$ cat src/rtl/eic_pkg.sv
`default_nettype none

package eic_pkg;

	localparam int TIME_BITS     = 32;
	localparam int INTERVAL_BITS = 16;
	localparam int COUNT_BITS    = 12;
	localparam int CFG_IDX_BITS  = 2;
	localparam int CFG_DATA_BITS = 32;

	localparam logic [TIME_BITS-1:0] INTERVAL_MAX =
		{TIME_BITS{1'b1}} >> (TIME_BITS - INTERVAL_BITS);
	localparam logic [COUNT_BITS-1:0] COUNT_MAX = {COUNT_BITS{1'b1}};

	// register indexes on the config port
	localparam logic [CFG_IDX_BITS-1:0] REG_MAX_EDGES     = 2'd0;
	localparam logic [CFG_IDX_BITS-1:0] REG_MIN_EDGES_TO  = 2'd1;
	localparam logic [CFG_IDX_BITS-1:0] REG_SILENCE_LIMIT = 2'd2;

	// op codes
	localparam logic OP_SAMPLE = 1'b0;
	localparam logic OP_START  = 1'b1;

	localparam logic [COUNT_BITS-1:0] MAX_EDGES_RST     = COUNT_BITS'(2000);
	localparam logic [COUNT_BITS-1:0] MIN_EDGES_TO_RST  = COUNT_BITS'(10);
	localparam logic [TIME_BITS-1:0]  SILENCE_LIMIT_RST = TIME_BITS'(2000000);

	typedef struct packed {
		logic                 op;
		logic                 pin_level;
		logic [TIME_BITS-1:0] time_us;
	} in_word_t;

	typedef struct packed {
		logic                     has_interval;
		logic [INTERVAL_BITS-1:0] interval_us;
		logic                     capture_done;
		logic [COUNT_BITS-1:0]    edges_seen;
	} out_word_t;

	typedef struct packed {
		logic [COUNT_BITS-1:0] max_edges;
		logic [COUNT_BITS-1:0] min_edges_for_timeout;
		logic [TIME_BITS-1:0]  silence_limit_us;
	} cfg_t;

	typedef struct packed {
		logic                  armed;
		logic                  prev_level;
		logic [TIME_BITS-1:0]  prev_edge_time;
		logic [COUNT_BITS-1:0] edge_count;
	} cap_state_t;

endpackage

`default_nettype wire

$ cat src/rtl/eic_step.sv
`default_nettype none

// One capture step: next state and optional result word for one input word.
module eic_step (
	input  wire eic_pkg::cap_state_t state,
	input  wire eic_pkg::in_word_t   word,
	input  wire eic_pkg::cfg_t       cfg,
	output eic_pkg::cap_state_t      state_next,
	output eic_pkg::out_word_t       res,
	output logic                     res_valid
);

	logic                                   sample;
	logic                                   edge_hit;
	logic [eic_pkg::TIME_BITS-1:0]          elapsed;
	logic [eic_pkg::INTERVAL_BITS-1:0]      interval;
	logic [eic_pkg::COUNT_BITS-1:0]         count_new;
	logic                                   done_count;
	logic                                   done_silence;
	logic                                   done;

	always_comb begin
		sample   = state.armed && (word.op == eic_pkg::OP_SAMPLE);
		edge_hit = sample && (word.pin_level != state.prev_level);
		elapsed  = word.time_us - state.prev_edge_time;

		if (elapsed > eic_pkg::INTERVAL_MAX) begin
			interval = eic_pkg::INTERVAL_MAX[eic_pkg::INTERVAL_BITS-1:0];
		end else begin
			interval = elapsed[eic_pkg::INTERVAL_BITS-1:0];
		end

		if (edge_hit && (state.edge_count != eic_pkg::COUNT_MAX)) begin
			count_new = state.edge_count + 1'b1;
		end else begin
			count_new = state.edge_count;
		end

		done_count   = edge_hit && (count_new > cfg.max_edges);
		// on an edge the elapsed time restarts at zero, so silence only fires without one
		done_silence = sample && !edge_hit &&
			(state.edge_count > cfg.min_edges_for_timeout) &&
			(elapsed > cfg.silence_limit_us);
		done         = done_count || done_silence;
	end

	always_comb begin
		state_next = state;
		if (word.op == eic_pkg::OP_START) begin
			state_next.armed          = 1'b1;
			state_next.prev_level     = word.pin_level;
			state_next.prev_edge_time = word.time_us;
			state_next.edge_count     = '0;
		end else if (state.armed) begin
			state_next.armed = !done;
			if (edge_hit) begin
				state_next.prev_level     = word.pin_level;
				state_next.prev_edge_time = word.time_us;
				state_next.edge_count     = count_new;
			end
		end
	end

	always_comb begin
		res_valid        = edge_hit || done;
		res.has_interval = edge_hit;
		res.interval_us  = edge_hit ? interval : '0;
		res.capture_done = done;
		res.edges_seen   = count_new;
	end

endmodule

`default_nettype wire

$ cat src/rtl/edge_interval_capture.sv
`default_nettype none

// Edge interval capture on a demodulated data pin.
// A word taken into stage 1 gives its result word at out_valid once it leaves stage 1.
// Throughput: one word per cycle (the single capture-state update per cycle) when the
// input is not stalled; a waiting result stalls it only if stage 1 makes a result too.
// Reset (arst_n low, async): capture disarmed, counters and reference cleared,
// config registers back to max_edges=2000, min_edges_for_timeout=10, silence=2000000us.
module edge_interval_capture (
	input  wire                                  clk,
	input  wire                                  arst_n,

	input  wire                                  sample_valid,
	output logic                                 sample_stall,
	input  wire eic_pkg::in_word_t               sample,

	output logic                                 result_valid,
	input  wire                                  result_stall,
	output eic_pkg::out_word_t                   result,

	input  wire                                  cfg_we,
	input  wire [eic_pkg::CFG_IDX_BITS-1:0]      cfg_index,
	input  wire [eic_pkg::CFG_DATA_BITS-1:0]     cfg_data
);

	// config registers
	eic_pkg::cfg_t       cfg_q;

	// input stage
	logic                valid_s1;
	eic_pkg::in_word_t   word_s1;

	// capture state
	eic_pkg::cap_state_t state_q;
	eic_pkg::cap_state_t state_next;

	// result of the step logic
	eic_pkg::out_word_t  res;
	logic                res_valid;

	// output register
	logic                out_valid_q;
	eic_pkg::out_word_t  out_word_q;

	logic                out_free;
	logic                advance;
	logic                take_in;

	always_ff @(posedge clk or negedge arst_n) begin
		if (!arst_n) begin
			cfg_q.max_edges             <= eic_pkg::MAX_EDGES_RST;
			cfg_q.min_edges_for_timeout <= eic_pkg::MIN_EDGES_TO_RST;
			cfg_q.silence_limit_us      <= eic_pkg::SILENCE_LIMIT_RST;
		end else if (cfg_we) begin
			case (cfg_index)
				eic_pkg::REG_MAX_EDGES: begin
					cfg_q.max_edges <= cfg_data[eic_pkg::COUNT_BITS-1:0];
				end
				eic_pkg::REG_MIN_EDGES_TO: begin
					cfg_q.min_edges_for_timeout <= cfg_data[eic_pkg::COUNT_BITS-1:0];
				end
				eic_pkg::REG_SILENCE_LIMIT: begin
					cfg_q.silence_limit_us <= cfg_data[eic_pkg::TIME_BITS-1:0];
				end
				default: begin
				end
			endcase
		end
	end

	eic_step u_step (
		.state      (state_q),
		.word       (word_s1),
		.cfg        (cfg_q),
		.state_next (state_next),
		.res        (res),
		.res_valid  (res_valid)
	);

	// Stage 1 moves on when its result (if any) has somewhere to go.
	assign out_free     = !out_valid_q || !result_stall;
	assign advance      = valid_s1 && (out_free || !res_valid);
	assign sample_stall = valid_s1 && !advance;
	assign take_in      = sample_valid && !sample_stall;

	always_ff @(posedge clk or negedge arst_n) begin
		if (!arst_n) begin
			valid_s1 <= 1'b0;
		end else if (take_in || advance) begin
			valid_s1 <= take_in;
		end
	end

	always_ff @(posedge clk) begin
		if (take_in) begin
			word_s1 <= sample;
		end
	end

	// capture state follows every word leaving stage 1
	always_ff @(posedge clk or negedge arst_n) begin
		if (!arst_n) begin
			state_q <= '0;
		end else if (advance) begin
			state_q <= state_next;
		end
	end

	always_ff @(posedge clk or negedge arst_n) begin
		if (!arst_n) begin
			out_valid_q <= 1'b0;
		end else if (advance && res_valid) begin
			out_valid_q <= 1'b1;
		end else if (!result_stall) begin
			out_valid_q <= 1'b0;
		end
	end

	always_ff @(posedge clk) begin
		if (advance && res_valid) begin
			out_word_q <= res;
		end
	end

	assign result_valid = out_valid_q;
	assign result       = out_word_q;

	// a finished capture leaves the block disarmed
	a_done_disarms: assert property (@(posedge clk) disable iff (!arst_n)
		(advance && res_valid && res.capture_done) |=> !state_q.armed)
		else $error("capture still armed after end of run");

	// results only come out of an armed capture
	a_res_armed: assert property (@(posedge clk) disable iff (!arst_n)
		(valid_s1 && res_valid) |-> state_q.armed)
		else $error("result while not armed");

	// a word without an interval is only the silence end marker
	a_timeout_word: assert property (@(posedge clk) disable iff (!arst_n)
		(out_valid_q && !out_word_q.has_interval) |->
			(out_word_q.capture_done && out_word_q.interval_us == '0))
		else $error("empty result word that is not an end marker");

	// input stalls only when stage 1 is occupied and blocked
	a_stall_cause: assert property (@(posedge clk) disable iff (!arst_n)
		sample_stall |-> (valid_s1 && res_valid && out_valid_q && result_stall))
		else $error("input stalled without a blocked result");

endmodule

`default_nettype wire

$ cat config.mk
export PLATFORM = sky130hd
export DESIGN_NAME = edge_interval_capture
export DESIGN_NICKNAME = d
export VERILOG_FILES = /design/src/rtl/eic_pkg.sv /design/src/rtl/eic_step.sv /design/src/rtl/edge_interval_capture.sv
export SDC_FILE = /design/constraint.sdc
export NUM_CORES = 1
export LEC_CHECK = 0
export ABC_CLOCK_PERIOD_IN_PS = 19500
export BUFFER_PORTS_ARGS = -buffer_cell sky130_fd_sc_hd__buf_2
export CAP_MARGIN = 15
export CORE_MARGIN = 5
export CORE_UTILIZATION = 60
export DETAILED_ROUTE_END_ITERATION = 10
export PLACE_DENSITY = 0.83
export SETUP_SLACK_MARGIN = 0.3
export SKIP_LAST_GASP = 1
export SYNTH_ARGS = -nofsm -noshare
export SYNTH_HDL_FRONTEND = slang
export SYNTH_HIERARCHICAL = 1
export SYNTH_SLANG_ARGS = --single-unit
$ cat constraint.sdc
create_clock -name clk -period 19.5 [get_ports clk]
set_clock_uncertainty 0.05 [all_clocks]
set_input_delay 3.9 -clock clk [delete_from_list [all_inputs] [get_ports clk]]
set_output_delay 3.9 -clock clk [all_outputs]
set_load 0.02 [all_outputs]
==> results of run 1 <==
==> cells by family (layout without fill, tap and decap cells) <==
logic type | after synthesis | count (layout) | share of synthesized area
AND/OR/NAND/NOR | 340 | 340 | 0.171
AO/OA/AOI/OAI | 212 | 212 | 0.132
flip-flops | 168 | 168 | 0.411
buffers and inverters | 160 | 245 | 0.0606
multiplexers | 92 | 92 | 0.0935
adder cells (fa/ha/maj) | 89 | 89 | 0.102
XOR/XNOR | 37 | 37 | 0.0300
==> metal layers <==
metal / up-vias / part of all wire / global-route usage
li1: 4106 / - / -
met1: 4214 / 0.46 / 0.374
met2: 375 / 0.45 / 0.378
met3: 46 / 0.074 / 0.0539
met4: 0 / 0.021 / 0.0718
met5: - / 0 / 0
==> cells in the final DEF, fill, tap and decap left out, drive strengths merged, types with 3 or more instances in the layout <==
master   synthesis  routed
clkbuf          29      18
o21ai           28      28
o31a             3       3
nand2           96      96
and2             5       5
inv            100     106
o21a             8       8
nand3           11      11
edfxtp          64      64
xor2            10      10
mux2            89      89
buf             31     113
nand3b           4       4
nor3            14      14
a211oi           4       4
a21oi           65      65
nand4           70      70
o211ai          49      49
nand2b          52      52
or2              3       3
and3             4       4
dfstp           15      15
clkinv           0       7
or3              5       5
ha              88      88
nor2b           22      22
mux2i            3       3
nor4b           16      16
o31ai            3       3
a21o            24      24
dfrtp           89      89
nor2            32      32
o2111ai          4       4
xnor2           27      27
a31oi            9       9
==> metrics by stage <==
stage	power (W)	area (µm²)	cells	setup WS (ns)	hold WS [ns]
after floorplan	0.000778	11000	1098	11.32	0.414
after global placement	0.000875	11600	1380	10.33	0.429
after detailed placement	0.000891	11600	1380	10.34	0.440
after CTS	0.00124	12200	1412	9.85	0.459
after global routing	0.00131	12200	1412	9.37	0.471
final	0.00124	12200	1412	9.75	0.458
==> sequential cells by signal, indices dropped and copies added (netlist names) <==
| register | count |
|---|---|
| cfg_q | 56 |
| state_q | 46 |
| word_s1 | 34 |
| result | 30 |
| result_valid | 1 |
| valid_s1 | 1 |
==> worst max-delay path: stages (launching register included) <==
cell and delay (ns):
dfrtp_1 0.42, ha_1 0.25, fa_1 0.42, nor2b_1 0.18
o2111ai_1 0.29, a211oi_1 0.38, o31ai_2 0.11, o21ai_0 0.26
xnor2_1 0.20, inv_1 0.27, ha_1 0.38, nand4_1 0.12
nor2_1 0.12, nand3_1 0.11, nor3_1 0.33, nand3_1 0.15
o311a_1 0.37, o41ai_1 0.12, nand2_1 0.11, buf_4 0.33
nand4_1 0.21, inv_1 0.05, buf_2 0.15
==> final timing paths <==
path / startpoint / slack, ns / cells after the start / end
max in group asynchronous: arst_n / 14.68 / 2 / valid_s1$_DFFE_PN0P_
worst min register to register: cfg_q[29]$_DFFE_PN0P_ / 0.46 / 1 / cfg_q[29]$_DFFE_PN0P_
worst min-delay path: cfg_q[29]$_DFFE_PN0P_ / 0.46 / 1 / cfg_q[29]$_DFFE_PN0P_
worst max register to register: state_q[12]$_DFFE_PN0P_ / 13.17 / 21 / result[20]$_DFFE_PP_
worst max-delay path: state_q[12]$_DFFE_PN0P_ / 9.75 / 22 / sample_stall
min in group asynchronous: arst_n / 3.43 / 1 / cfg_q[49]$_DFFE_PN0P_
==> area by class of cell <==
class	count	area [µm²]	share of cell area
multi-input cells	770	5850	0.477
flip-flops and latches	168	4540	0.371
inverters	100	375	0.0307
clock buffers	18	450	0.0368
repair buffers	113	591	0.0482
well taps	229	287	0.0234
clock inverters	14	151	0.0124
==> power by group through the flow <==
stage	registers [W]	logic, W	clock network (W)
6_report	0.000450	0.000449	0.000342
5_1_grt	0.000456	0.000494	0.000364
4_1_cts	0.000449	0.000441	0.000346
3_5_place_dp	0.000456	0.000436	0
3_3_place_gp	0.000452	0.000423	0
2_1_floorplan	0.000448	0.000330	0
==> impl_metrics.json, run 1 <==
{
  "synth_area_mm2": 0.0110,
  "combPwrFrac": 0.362,
  "relSlewSlack": 0.271,
  "num-fill-cells": 1371,
  "dpl.hpwl_um": 19200,
  "wl_per_cell_um": 19.2,
  "antenna_found_initial": 0,
  "grt_max_degree": 95,
  "core_area_mm2": 0.0180,
  "first_global_vias": 8293,
  "synth_edf_count": 64,
  "utilization": 0.679,
  "drtPass1Iterations": 6,
  "fin_nets": 1332,
  "die_area_mm2": 0.0212,
  "max_freq_mhz": 103,
  "gp_congestion": 0.936,
  "p_sw_frac": 0.372,
  "clk_pin_slew_worst_paths_ns": 0.07,
  "first_iter_violations": 749,
  "crit_type": "reg2out",
  "clockBufferDepth": 2,
  "cp.arrival_ns": 5.80,
  "ant_nets": 0,
  "ys.flop_type": "dfrtp_1",
  "postCtsSetupBuffers": 0,
  "fp.dieW_um": 146,
  "synth_top_area_cell": "dfrtp_1",
  "cts_resized": 0,
  "outcome": "completed",
  "critPathMaxFanout": 49,
  "rows": 49,
  "drv_cap": 0,
  "yosysMostFrequentCell": "inv_1",
  "insertion_delay_ns": 0.45,
  "ys_ff_latch": 168,
  "drc": 0,
  "port_buffers": 104,
  "async_flop_share": 0.619,
  "vias_per_cell": 6.19,
  "cts_sinks": 168,
  "yosysWarnings": 6,
  "grt_first_pass_wirelength_um": 43800,
  "cts_tree": "done",
  "synth_cells": 1098,
  "post_synth_num_cell_types": 69,
  "cts-root-buf": "clkbuf_16",
  "cp.required_ns": 15.55,
  "synth_area_leaders": "dfrtp_1, edfxtp_1, ha_1, mux2_2, nand4_1",
  "worstMarginPinSlew_ns": 1.09,
  "finalSetupTns_ns": 0,
  "holdBufCountCts": 0,
  "ir_worst_vdd_uv": 72.9,
  "min_period_ns": 9.75,
  "die_y_um": 146,
  "hold_class": "reg2reg",
  "drive_gt1_frac": 0.236,
  "cts-buffers-inserted": 17,
  "ys_seq_area_frac": 0.411,
  "drt-total-wl_um": 27100,
  "intPower_w": 0.000778,
  "postSynthAreaPerCell_um2": 10.1,
  "cp-end-kind": "primary output",
  "setup.worst_path.start_class": "flop",
  "io_pins": 105,
  "diodes": 0,
  "pwr-share-clk": 0.276,
  "yosysTopAreaCellShare": 0.202,
  "grt.total_usage": 0.253,
  "finalSetupViolCount": 0,
  "p_switching_w": 0.000462,
  "pwr-share-seq": 0.363,
  "rsz0062_at_grt": "no",
  "synth_top_cells_by_count": "inv_1, nand2_1, dfrtp_1",
  "p_leak_nw": 5.33,
  "h-tree-depth": 4,
  "area_growth_pct": 10.9,
  "min_period_over_period": 0.500,
  "start_util": 0.613,
  "hold_violations": 0,
  "synth_nets": 1260,
  "vias": 8741,
  "slew_violations": 0,
  "power_density_mw_per_mm2": 101,
  "grt_overflow": 0
}
Note: power is estimated with default switching activity, not from simulation.
==> inputs of run 2 (changes only) <==
--- a/config.mk
+++ b/config.mk
@@ -5,13 +5,14 @@
 export SDC_FILE = /design/constraint.sdc
 export NUM_CORES = 1
 export LEC_CHECK = 0
-export ABC_CLOCK_PERIOD_IN_PS = 19500
+export ABC_AREA = 1
+export ABC_CLOCK_PERIOD_IN_PS = 9750
 export BUFFER_PORTS_ARGS = -buffer_cell sky130_fd_sc_hd__buf_2
 export CAP_MARGIN = 15
 export CORE_MARGIN = 5
 export CORE_UTILIZATION = 60
 export DETAILED_ROUTE_END_ITERATION = 10
-export PLACE_DENSITY = 0.83
+export PLACE_DENSITY = 0.82
 export SETUP_SLACK_MARGIN = 0.3
 export SKIP_LAST_GASP = 1
 export SYNTH_ARGS = -nofsm -noshare
==> constraint.sdc (replaced) <==
create_clock -name clk -period 9.75 [get_ports clk]
set_clock_uncertainty 0.05 [all_clocks]
set_input_delay 1.95 -clock clk [delete_from_list [all_inputs] [get_ports clk]]
set_output_delay 1.95 -clock clk [all_outputs]
set_load 0.02 [all_outputs]
==> run 2 against run 1 <==
Routed wire length rose by 3.2%. Non-clock buffer count fell by 4. Critical endpoint unchanged. Clock-buffer cell count rose by 7. Total power rose by 88%. Global-route usage rose by 0.83 points. Worst setup slack got worse by 6.7 ns. Synthesized cell count rose by 38%. Sequential cell count did not move. Clock power rose by 100%. Sequential power rose by 92%.
==> impl_metrics.json, run 2 <==
{
  "max_stage_delay_ns": 0.56,
  "hold_class": "reg2reg",
  "top_layer": "met4",
  "ir_worst_vdd_uv": 127,
  "cp.required_ns": 7.75,
  "finalSetupViolCount": 0,
  "dp_slack_ns": 3.11,
  "synth_area_leaders": "dfrtp_1, edfxtp_1, nand2_1, inv_1, ha_1",
  "fin_cells": 1855,
  "fp.dieW_um": 147,
  "synth_cells": 1520,
  "yosysWarnings": 6,
  "fin_nets": 1770,
  "ys_ff_latch": 168,
  "drtPass1Iterations": 6,
  "synth_top_area_cell": "dfrtp_1",
  "synth_area_mm2": 0.0113,
  "relSlewSlack": 0.286,
  "drv_cap": 0,
  "num-fill-cells": 1589,
  "holdPathStages": 2,
  "drive_gt1_frac": 0.134,
  "setup.worst_path.start_class": "flop",
  "routed-wl-met3_um": 1500,
  "cts_resized": 0,
  "yosysMostFrequentCell": "nand2_1",
  "wl_per_cell_um": 15.1,
  "ant_nets": 0,
  "wl_met2_um": 13600,
  "reg2reg_to": "state_q[30]$_DFFE_PN0P_",
  "grt_overflow": 0,
  "diodes": 0,
  "rsz0062_at_grt": "no",
  "postCtsSetupBuffers": 0,
  "start_util": 0.606,
  "max_freq_mhz": 150,
  "p_leak_nw": 6.83,
  "drc": 0,
  "holdBufCountCts": 0,
  "min_period_over_period": 0.686,
  "port_buffers": 104,
  "synth_nets": 1682,
  "reg_top3": "cfg_q: 56 flops, state_q: 46 flops, word_s1: 34 flops",
  "dpl.hpwl_um": 21100,
  "cts_sinks": 168,
  "gp_congestion": 0.956,
  "synth_edf_count": 64,
  "cp_top_family": "simple AND/OR/NAND/NOR gates",
  "regMostFlops": "cfg_q",
  "worstMarginPinSlew_ns": 1.07,
  "r2r_setup_slack_ns": 4.06,
  "yosysTopAreaCellShare": 0.197,
  "ys.flop_type": "dfrtp_1",
  "first_global_vias": 9375,
  "multi_input_area_mm2": 0.00534,
  "cts-root-buf": "clkbuf_16",
  "finalSetupTns_ns": 0,
  "grt_max_degree": 77,
  "r2r-start": "state_q[12]$_DFFE_PN0P_",
  "io_pins": 105,
  "rows": 50,
  "largest_register_ffs": 56,
  "area_growth_pct": 10.9,
  "synth_top_cells_by_count": "nand2_1, inv_1, nand3_1",
  "drt-total-wl_um": 28000,
  "mostFrequentLayoutCells": "nand2_1, inv_1, buf_2",
  "m1WireLength_um": 12300,
  "slew_violations": 0,
  "final_common_cell": "nand2_1",
  "vias_per_cell": 5.25,
  "power_density_mw_per_mm2": 186,
  "holdWs_ns": 0.415,
  "h-tree-depth": 4,
  "clockBufferDepth": 2,
  "outcome": "completed",
  "cp-end-kind": "primary output",
  "ys_seq_area_frac": 0.402,
  "worstHoldEndpoint": "cfg_q[48]$_DFFE_PN1P_",
  "grt_first_pass_wirelength_um": 45700,
  "worstHoldStart": "cfg_q[48]$_DFFE_PN1P_",
  "insertion_delay_ns": 0.44,
  "die_area_mm2": 0.0217,
  "post_synth_num_cell_types": 41,
  "vias": 9741,
  "core_area_mm2": 0.0186,
  "reg2reg_depth": 27,
  "utilization": 0.672,
  "hold_violations": 0,
  "crit_top_cell": "nand2_1",
  "worst-path-buf-inv": 3,
  "cp.arrival_ns": 4.69,
  "crit_slowest_cell": "or4_1",
  "antenna_found_initial": 0,
  "postSynthAreaPerCell_um2": 7.43,
  "fin_ws_ns": 3.06,
  "cts-buffers-inserted": 17,
  "min_period_ns": 6.69,
  "crit_type": "reg2out",
  "async_flop_share": 0.619,
  "critPathMaxFanout": 5,
  "cts_tree": "done",
  "place_inst": 1822,
  "ff_latch_area_mm2": 0.00454,
  "die_y_um": 147,
  "first_iter_violations": 763,
  "clk_pin_slew_worst_paths_ns": 0.07,
  "grt.total_usage": 0.262
}
-- run 2: stage by stage --
step / cell area [µm²] / total power [W]
after floorplan: 11300 / 0.00143
after global placement: 11900 / 0.00161
after detailed placement: 11900 / 0.00164
after CTS: 12500 / 0.00234
after global routing: 12500 / 0.00249
final: 12500 / 0.00234
-- run 2: area by class of cell --
| type | instances | share of cell area |
|---|---|---|
| Clock buffer | 25 | 0.0421 |
| Clock inverter | 7 | 0.00619 |
| Inverter | 316 | 0.0947 |
| Multi-Input combinational cell | 996 | 0.426 |
| Sequential cell | 168 | 0.363 |
| Tap cell | 234 | 0.0234 |
| Timing Repair Buffer | 109 | 0.0447 |
-- run 2: worst max-delay path by stage --
stage / depth (start not counted) / end / slack, ns / start
floorplan: 26 / sample_stall / 4.05 / state_q[12]$_DFFE_PN0P_
global placement: 20 / sample_stall / 3.24 / word_s1[33]$_DFFE_PP_
detailed placement: 20 / sample_stall / 3.11 / word_s1[33]$_DFFE_PP_
CTS: 20 / sample_stall / 2.62 / word_s1[33]$_DFFE_PP_
global route: 26 / sample_stall / 2.64 / state_q[12]$_DFFE_PN0P_
finish: 26 / sample_stall / 3.06 / state_q[12]$_DFFE_PN0P_
-- run 2: worst reg2reg max path: stages (launching register included) --
cell     delay [ns]
dfrtp_1        0.40
ha_1           0.24
fa_1           0.42
inv_1          0.10
nand3_1        0.08
nand2_2        0.13
nand2_1        0.06
nand2_1        0.12
nand2_1        0.08
nand2_2        0.08
nand2_1        0.08
nand2_1        0.07
nand2_1        0.05
nand2_1        0.11
inv_1          0.06
ha_1           0.27
nand2_1        0.07
or4_1          0.56
nor2_1         0.22
a21oi_1        0.10
nand3_1        0.13
nand2_1        0.10
or2_2          0.32
nand3_2        0.10
buf_4          0.49
nand2_2        0.74
nand2_1        0.27
nand2_1        0.08
-- run 2: cells by family after synthesis --
family | count (synthesis) | synth area share
AOI/OAI and AO/OA | 142 | 0.0659
buffers and inverters | 356 | 0.127
muxes | 2 | 0.00199
adders and majority gates | 89 | 0.0992
DFF | 168 | 0.402
xor gates and xnor gates | 26 | 0.0202
and+or+nand+nor | 737 | 0.284
-- run 2: power breakdown --
group	internal, W	switching, W
clock network	0.000406	0.000292
registers	0.000820	0.0000432
logic	0.000265	0.000508
total	0.00149	0.000844
-- run 2: metal layers --
metal / track usage / vias to the layer above
met5: 0 / -
met4: 0.0806 / 0
met3: 0.0419 / 49
met2: 0.457 / 280
met1: 0.335 / 4506
li1: - / 4906
